`src/rtl/smc_pkg.sv`:
```
// Package for the stepper move controller: command and register codes,
// move modes, the axis state record and reset values. No dependencies.
package smc_pkg;

  localparam int unsigned CMD_W     = 3;
  localparam int unsigned DIST_W    = 16;
  localparam int unsigned CFG_W     = 16;
  localparam int unsigned CFG_IDX_W = 2;
  localparam int unsigned STEPS_W   = 32;
  localparam int unsigned PHASE_W   = 16;

  localparam logic [CMD_W-1:0] CMD_TICK = 3'd0;
  localparam logic [CMD_W-1:0] CMD_UP   = 3'd1;
  localparam logic [CMD_W-1:0] CMD_DOWN = 3'd2;
  localparam logic [CMD_W-1:0] CMD_DIST = 3'd3;
  localparam logic [CMD_W-1:0] CMD_STOP = 3'd4;

  localparam logic [CFG_IDX_W-1:0] REG_HALF_PERIOD  = 2'd0;
  localparam logic [CFG_IDX_W-1:0] REG_STEPS_PER_MM = 2'd1;

  localparam logic [CFG_W-1:0] HALF_PERIOD_RESET  = 16'd200;
  localparam logic [CFG_W-1:0] STEPS_PER_MM_RESET = 16'd268;

  typedef enum logic [1:0] {
    MODE_IDLE = 2'd0,
    MODE_UP   = 2'd1,
    MODE_DOWN = 2'd2,
    MODE_DIST = 2'd3
  } mode_t;

  typedef struct packed {
    mode_t               mode;
    logic [STEPS_W-1:0]  steps_left;
    logic [PHASE_W-1:0]  phase;
    logic                pulse;
    logic                dir;
  } axis_state_t;

endpackage

```
`src/rtl/smc_step.sv`:
```
// Next-state logic of the stepper axis for one tick request.
// Depends on smc_pkg for codes and the axis state record.
module smc_step (
  input  smc_pkg::axis_state_t         st,
  input  logic [smc_pkg::CMD_W-1:0]    cmd,
  input  logic [smc_pkg::DIST_W-1:0]   distance_mm,
  input  logic                         move_up,
  input  logic                         lower_limit,
  input  logic                         upper_limit,
  input  logic                         door_closed,
  input  logic [smc_pkg::CFG_W-1:0]    half_period,
  input  logic [smc_pkg::CFG_W-1:0]    steps_per_mm,
  output smc_pkg::axis_state_t         st_nxt,
  output logic                         done
);

  logic chk;
  logic stop_now;
  logic half_over;

  assign half_over = st.phase >= half_period;

  always_comb begin
    st_nxt   = st;
    chk      = 1'b0;
    stop_now = 1'b0;
    done     = 1'b0;
    case (cmd)
      smc_pkg::CMD_UP, smc_pkg::CMD_DOWN, smc_pkg::CMD_DIST: begin
        st_nxt.steps_left = '0;
        st_nxt.phase      = '0;
        st_nxt.pulse      = 1'b0;
        if (cmd == smc_pkg::CMD_UP) begin
          st_nxt.mode = smc_pkg::MODE_UP;
          st_nxt.dir  = 1'b1;
        end else if (cmd == smc_pkg::CMD_DOWN) begin
          st_nxt.mode = smc_pkg::MODE_DOWN;
          st_nxt.dir  = 1'b0;
        end else begin
          st_nxt.mode       = smc_pkg::MODE_DIST;
          st_nxt.dir        = move_up;
          st_nxt.steps_left = smc_pkg::STEPS_W'(distance_mm) *
                              smc_pkg::STEPS_W'(steps_per_mm);
        end
      end
      smc_pkg::CMD_STOP: begin
        st_nxt.mode       = smc_pkg::MODE_IDLE;
        st_nxt.steps_left = '0;
        st_nxt.phase      = '0;
        st_nxt.pulse      = 1'b0;
      end
      default: begin
        // tick, also the unused codes
        if (st.mode != smc_pkg::MODE_IDLE) begin
          if (st.pulse) begin
            if (half_over) begin
              st_nxt.pulse = 1'b0;
              st_nxt.phase = smc_pkg::PHASE_W'(1);
            end else begin
              st_nxt.phase = st.phase + 1'b1;
            end
          end else if (st.phase != '0) begin
            if (half_over) begin
              if (st.mode == smc_pkg::MODE_DIST && st.steps_left != '0) begin
                st_nxt.steps_left = st.steps_left - 1'b1;
              end
              st_nxt.phase = '0;
              chk          = 1'b1;
            end else begin
              st_nxt.phase = st.phase + 1'b1;
            end
          end else begin
            chk = 1'b1;
          end
        end
      end
    endcase

    // pulse boundary: limits, step count and door are judged here only
    if (chk) begin
      case (st.mode)
        smc_pkg::MODE_UP:   stop_now = upper_limit;
        smc_pkg::MODE_DOWN: stop_now = lower_limit;
        smc_pkg::MODE_DIST: stop_now = (st_nxt.steps_left == '0) ||
                                       (st_nxt.dir ? upper_limit : lower_limit);
        default:            stop_now = 1'b0;
      endcase
      if (stop_now) begin
        done              = st.mode == smc_pkg::MODE_DIST;
        st_nxt.mode       = smc_pkg::MODE_IDLE;
        st_nxt.steps_left = '0;
        st_nxt.phase      = '0;
        st_nxt.pulse      = 1'b0;
      end else if (door_closed) begin
        st_nxt.pulse = 1'b1;
        st_nxt.phase = smc_pkg::PHASE_W'(1);
      end
    end
  end

endmodule

```
`src/rtl/stepper_move_controller.sv`:
```
// Stepper axis step/direction generator, one request per time-base tick.
// A result is registered and valid in the cycle after its request is accepted.
// Throughput: one request per cycle; in_ready drops only while a result
// waits unaccepted on the output register.
// Reset (synchronous, rst_n low): axis idle, counters zero, result invalid
// (the pin registers are not reset), half period 200 ticks and 268 steps per mm.
module stepper_move_controller (
  input  logic                            clk,
  input  logic                            rst_n,
  input  logic                            in_valid,
  output logic                            in_ready,
  input  logic [smc_pkg::CMD_W-1:0]       in_cmd,
  input  logic [smc_pkg::DIST_W-1:0]      in_distance_mm,
  input  logic                            in_move_up,
  input  logic                            in_lower_limit,
  input  logic                            in_upper_limit,
  input  logic                            in_door_closed,
  output logic                            out_valid,
  input  logic                            out_ready,
  output logic                            out_drive_enable,
  output logic                            out_direction_up,
  output logic                            out_step_pulse,
  output logic                            out_busy_res,
  output logic                            out_move_done,
  input  logic                            cfg_valid,
  output logic                            cfg_ready,
  input  logic [smc_pkg::CFG_IDX_W-1:0]   cfg_index,
  input  logic [smc_pkg::CFG_W-1:0]       cfg_data
);

  smc_pkg::axis_state_t st_r, st_nxt;
  logic [smc_pkg::CFG_W-1:0] half_period_r;
  logic [smc_pkg::CFG_W-1:0] steps_per_mm_r;
  logic out_valid_r;
  logic active_r, dir_r, pulse_r, done_r;
  logic done;
  logic in_acc;

  assign in_ready  = !out_valid_r || out_ready;
  assign in_acc    = in_valid && in_ready;
  assign cfg_ready = 1'b1;

  smc_step u_step (
    .st           (st_r),
    .cmd          (in_cmd),
    .distance_mm  (in_distance_mm),
    .move_up      (in_move_up),
    .lower_limit  (in_lower_limit),
    .upper_limit  (in_upper_limit),
    .door_closed  (in_door_closed),
    .half_period  (half_period_r),
    .steps_per_mm (steps_per_mm_r),
    .st_nxt       (st_nxt),
    .done         (done)
  );

  always_ff @(posedge clk) begin
    if (!rst_n) begin
      half_period_r  <= smc_pkg::HALF_PERIOD_RESET;
      steps_per_mm_r <= smc_pkg::STEPS_PER_MM_RESET;
    end else if (cfg_valid) begin
      case (cfg_index)
        smc_pkg::REG_HALF_PERIOD:  half_period_r  <= cfg_data;
        smc_pkg::REG_STEPS_PER_MM: steps_per_mm_r <= cfg_data;
        default: ;
      endcase
    end
  end

  always_ff @(posedge clk) begin
    if (!rst_n) begin
      st_r.mode       <= smc_pkg::MODE_IDLE;
      st_r.steps_left <= '0;
      st_r.phase      <= '0;
      st_r.pulse      <= 1'b0;
      st_r.dir        <= 1'b0;
      out_valid_r     <= 1'b0;
    end else begin
      if (in_acc) begin
        st_r <= st_nxt;
      end
      if (in_acc) begin
        out_valid_r <= 1'b1;
      end else if (out_ready) begin
        out_valid_r <= 1'b0;
      end
    end
  end

  // result payload, loaded with each accepted request
  always_ff @(posedge clk) begin
    if (in_acc) begin
      active_r <= st_nxt.mode != smc_pkg::MODE_IDLE;
      dir_r    <= st_nxt.dir;
      pulse_r  <= st_nxt.pulse;
      done_r   <= done;
    end
  end

  assign out_valid        = out_valid_r;
  assign out_drive_enable = active_r;
  assign out_direction_up = dir_r;
  assign out_step_pulse   = pulse_r;
  assign out_busy_res     = active_r;
  assign out_move_done    = done_r;

endmodule

```
`config.mk`:
```
export PLATFORM = sky130hd
export DESIGN_NAME = stepper_move_controller
export DESIGN_NICKNAME = d
export VERILOG_FILES = /design/src/rtl/smc_pkg.sv /design/src/rtl/smc_step.sv /design/src/rtl/stepper_move_controller.sv
export SDC_FILE = /design/constraint.sdc
export NUM_CORES = 1
export LEC_CHECK = 0
export BUFFER_PORTS_ARGS = -buffer_cell sky130_fd_sc_hd__buf_2
export CAP_MARGIN = 20
export CORE_MARGIN = 2
export CORE_UTILIZATION = 30
export CTS_BUF_LIST = sky130_fd_sc_hd__clkbuf_8 sky130_fd_sc_hd__clkbuf_16
export CTS_CLUSTER_DIAMETER = 120
export DETAILED_ROUTE_END_ITERATION = 12
export PLACE_DENSITY = 0.56
export SYNTH_ARGS = -nofsm -noshare
export SYNTH_HDL_FRONTEND = slang
export SYNTH_SLANG_ARGS = --single-unit
```
`constraint.sdc`:
```
create_clock -name clk -period 19.6 [get_ports clk]
set_clock_uncertainty 0.1 [all_clocks]
set_input_delay 3.92 -clock clk [delete_from_list [all_inputs] [get_ports clk]]
set_output_delay 3.92 -clock clk [all_outputs]
set_load 0.005 [all_outputs]
```
==> flow_metrics.env <==
export IMPL_status="finished, final reports clean"
export IMPL_path_clk_slew_ps=70
export IMPL_worst_pin_slew_ps=1050
export IMPL_synth_avg_cell_area_sq_um=8.29
export IMPL_setup_viol=0
export IMPL_worst_hold_path_type="reg2reg"
export IMPL_worst_path_largest_cell_delay_ps=580
export IMPL_yosys_top_cells_area="fa_1 28%, dfxtp_1 12%, ha_1 11%"
export IMPL_path_cells="buf_2, nand2_1, fa_1, fa_1, inv_1, fa_1, inv_1, fa_1, fa_1, fa_1, inv_1, ha_1, nand2_1, o21ai_0, nor2_1, a2bb2oi_1, xor2_1, a22o_1, or4b_1, or4_1, nor4_2, a31oi_1, and2_1, a22o_1"
export IMPL_grt_pass1_wl_microns=62900
export IMPL_synth_nets=2009
export IMPL_first_pass_iters=5
export IMPL_initial_core_util_pct=30.3
export IMPL_yosysSeqAreaShare_pct=13.4
export IMPL_power_mw=1.01
export IMPL_period_needed_ps=11690
export IMPL_clk_insertion_delay_late_ps=350
export IMPL_io_pins=54
export IMPL_layout_commonest_cell="nand2_1"
export IMPL_dr_first_iter_drc_count=671
export IMPL_drcViolationCount=0
export IMPL_grt_usage_pct=16.6
export IMPL_drt_wirelength_per_cell_microns=17.1
export IMPL_gr_total_overflow=0
export IMPL_slew_headroom_pct=30.0
export IMPL_post_cts_resized=0
export IMPL_required_ps=19750
export IMPL_layout_drive_gt1_share_pct=6.08
export IMPL_drt_total_wl_microns=38400
export IMPL_rsz0062_at_grt="false"
export IMPL_synth_edf_count=4
export IMPL_crit_path_top_delay_cell="or4_1"
export IMPL_cts_root_buf="clkbuf_16"
export IMPL_fin_nets=2004
export IMPL_period_share_pct=59.6
export IMPL_cp_buffers_inverters=4
export IMPL_cts_setup_buffers=0
export IMPL_ys_flop_type="dfxtp_1"
export IMPL_chipWidth_microns=217
export IMPL_place_gp_congestion=0.855
export IMPL_vias=11500
export IMPL_clk_path_buf_depth=2
export IMPL_via_per_inst=5.11
export IMPL_clock_sinks=89
export IMPL_worstSetupPathType="in2reg"
export IMPL_h_tree_depth=3
export IMPL_powerDensity_nw_per_um2=68.3
export IMPL_cp_depth=24
export IMPL_cts_tree="yes"
export IMPL_antenna_found_initial=1
export IMPL_cap_violations=0
export IMPL_arrival_ps=11840
export IMPL_die_area_sq_um=47200
export IMPL_cts_buffers_inserted=9
export IMPL_whs_path_depth=2
export IMPL_critical_path_top_delay_family="adder cells"
export IMPL_yosysUniqueCellTypes=79
export IMPL_synth_area_sq_um=13600
export IMPL_ys_ff_latch=89
export IMPL_coreArea_sq_um=45100
export IMPL_rows=78
export IMPL_drv_slew=0
export IMPL_antenna_cells=0
export IMPL_p_leak_nw=6.10
export IMPL_first_global_vias=11600
export IMPL_max_freq_ghz=0.0855
export IMPL_chipHeight_microns=217
export IMPL_path_max_fanout=16
export IMPL_cp_end_kind="register"
export IMPL_fill_cells=4814
export IMPL_postSynth_asyncResetShare_pct=0
export IMPL_synth_top_cell_by_area="fa_1"
export IMPL_io_buffers=52
export IMPL_syn2layout_area_growth_pct=8.01
export IMPL_worstRegToRegCells=23
export IMPL_synth_top_area_share_pct=28.5
export IMPL_dp_hpwl_microns=29700
export IMPL_final_cell_mix="285 x nand2_1, 212 x inv_1, 194 x fa_1"
export IMPL_final_util_pct=32.7
export IMPL_tns_ps=0
export IMPL_grt_max_degree=45
export IMPL_ant_nets=0
export IMPL_holdBufCountCts=0
export IMPL_synth_cells=1645
export IMPL_startpoint_type="primary input"
export IMPL_yosysWarningCount=0
export IMPL_hold_violations=0
export IMPL_cpMostUsedCell="fa_1"
export IMPL_irDropWorstVdd_uv=41.3
flip-flops by register name, summed over array words and instances, names as in the netlist:
| name | flops |
|---|---|
| out_direction_up | 1 |
| out_move_done | 1 |
| out_valid | 1 |
| half_period_r | 16 |
| steps_per_mm_r | 16 |
| out_busy_res | 1 |
| out_step_pulse | 1 |
| st_r | 52 |
metal layers:
metal / part of all wire, % / track usage [%] / up-vias
li1: - / - / 5406
met1: 47 / 23.3 / 5767
met2: 48 / 27.7 / 261
met3: 4.0 / 1.90 / 35
met4: 1.2 / 2.99 / 0
met5: 0 / 0 / -
worst min-delay path, stage by stage (launching register included):
cell,delay [ps]
dfxtp_1,310
nand2_1,50
a21oi_1,50
logic make-up after synthesis:
group / Yosys count / share of synthesized area (%)
adder cells (fa/ha/maj): 318 / 39.8
multiplexers: 3 / 0.220
flip-flops: 89 / 13.4
buffers and inverters: 291 / 8.19
XOR/XNOR: 51 / 3.27
AND/OR/NAND/NOR: 610 / 22.0
other: 1 / 0.0275
AO/OA/AOI/OAI: 282 / 13.1
final timing paths:
check / slack (ps) / end / startpoint
worst max register to register: 10830 / st_r[31] / steps_per_mm_r[1]
worst min-delay path: 360 / half_period_r[15] / half_period_r[15]
worst max-delay path: 7910 / st_r[31] / in_distance_mm[14]
worst min register to register: 360 / half_period_r[15] / half_period_r[15]
report_power, final:
group	switching, mW	internal [mW]
logic	0.386	0.242
clock network	0.0849	0.0888
registers	0.0149	0.190
cells in the mapped netlist (4+ instances only):
master    number
a22o_1        19
or4_1          9
nor2b_1        7
o31ai_1        4
and2_1       110
fa_1         194
ha_1         124
nand4_1       13
a31oi_1       14
nor2_1        63
nor3_1        21
buf_2          5
a21oi_1       90
o22ai_1       11
nand4b_1       5
dfxtp_1       85
or3_1         11
o21ai_1        5
nand3_1       30
nand2_1      285
nor4_1        12
a22oi_1       16
a21o_1        12
nand2b_1       5
and3_1        11
xor2_1        23
o211ai_1      10
o21a_1         5
clkbuf_1      68
and4_1         5
a211oi_1       4
o21ai_0       55
edfxtp_1       4
xnor2_1       28
inv_1        212
per-stage QoR:
stage | hold slack, ps | std cells | setup slack (ps) | instance area, sq um
2_1_floorplan | 336 | 1645 | 8740 | 13600
3_3_place_gp | 346 | 2228 | 7590 | 14400
3_5_place_dp | 347 | 2228 | 7560 | 14400
4_1_cts | 357 | 2244 | 7930 | 14700
5_1_grt | 373 | 2245 | 7560 | 14700
6_report | 359 | 2245 | 7910 | 14700
area by class of cell:
cell class	count	area (sq um)	share of cell area [%]
clock inverter	7	63.8	0.433
timing repair buffer	62	339	2.30
clock buffer	9	225	1.53
inverter	213	800	5.43
tap	600	751	5.09
sequential	89	1820	12.4
multi-input combinational	1265	10700	72.9
No activity file was read; power rests on OpenSTA's default activity.
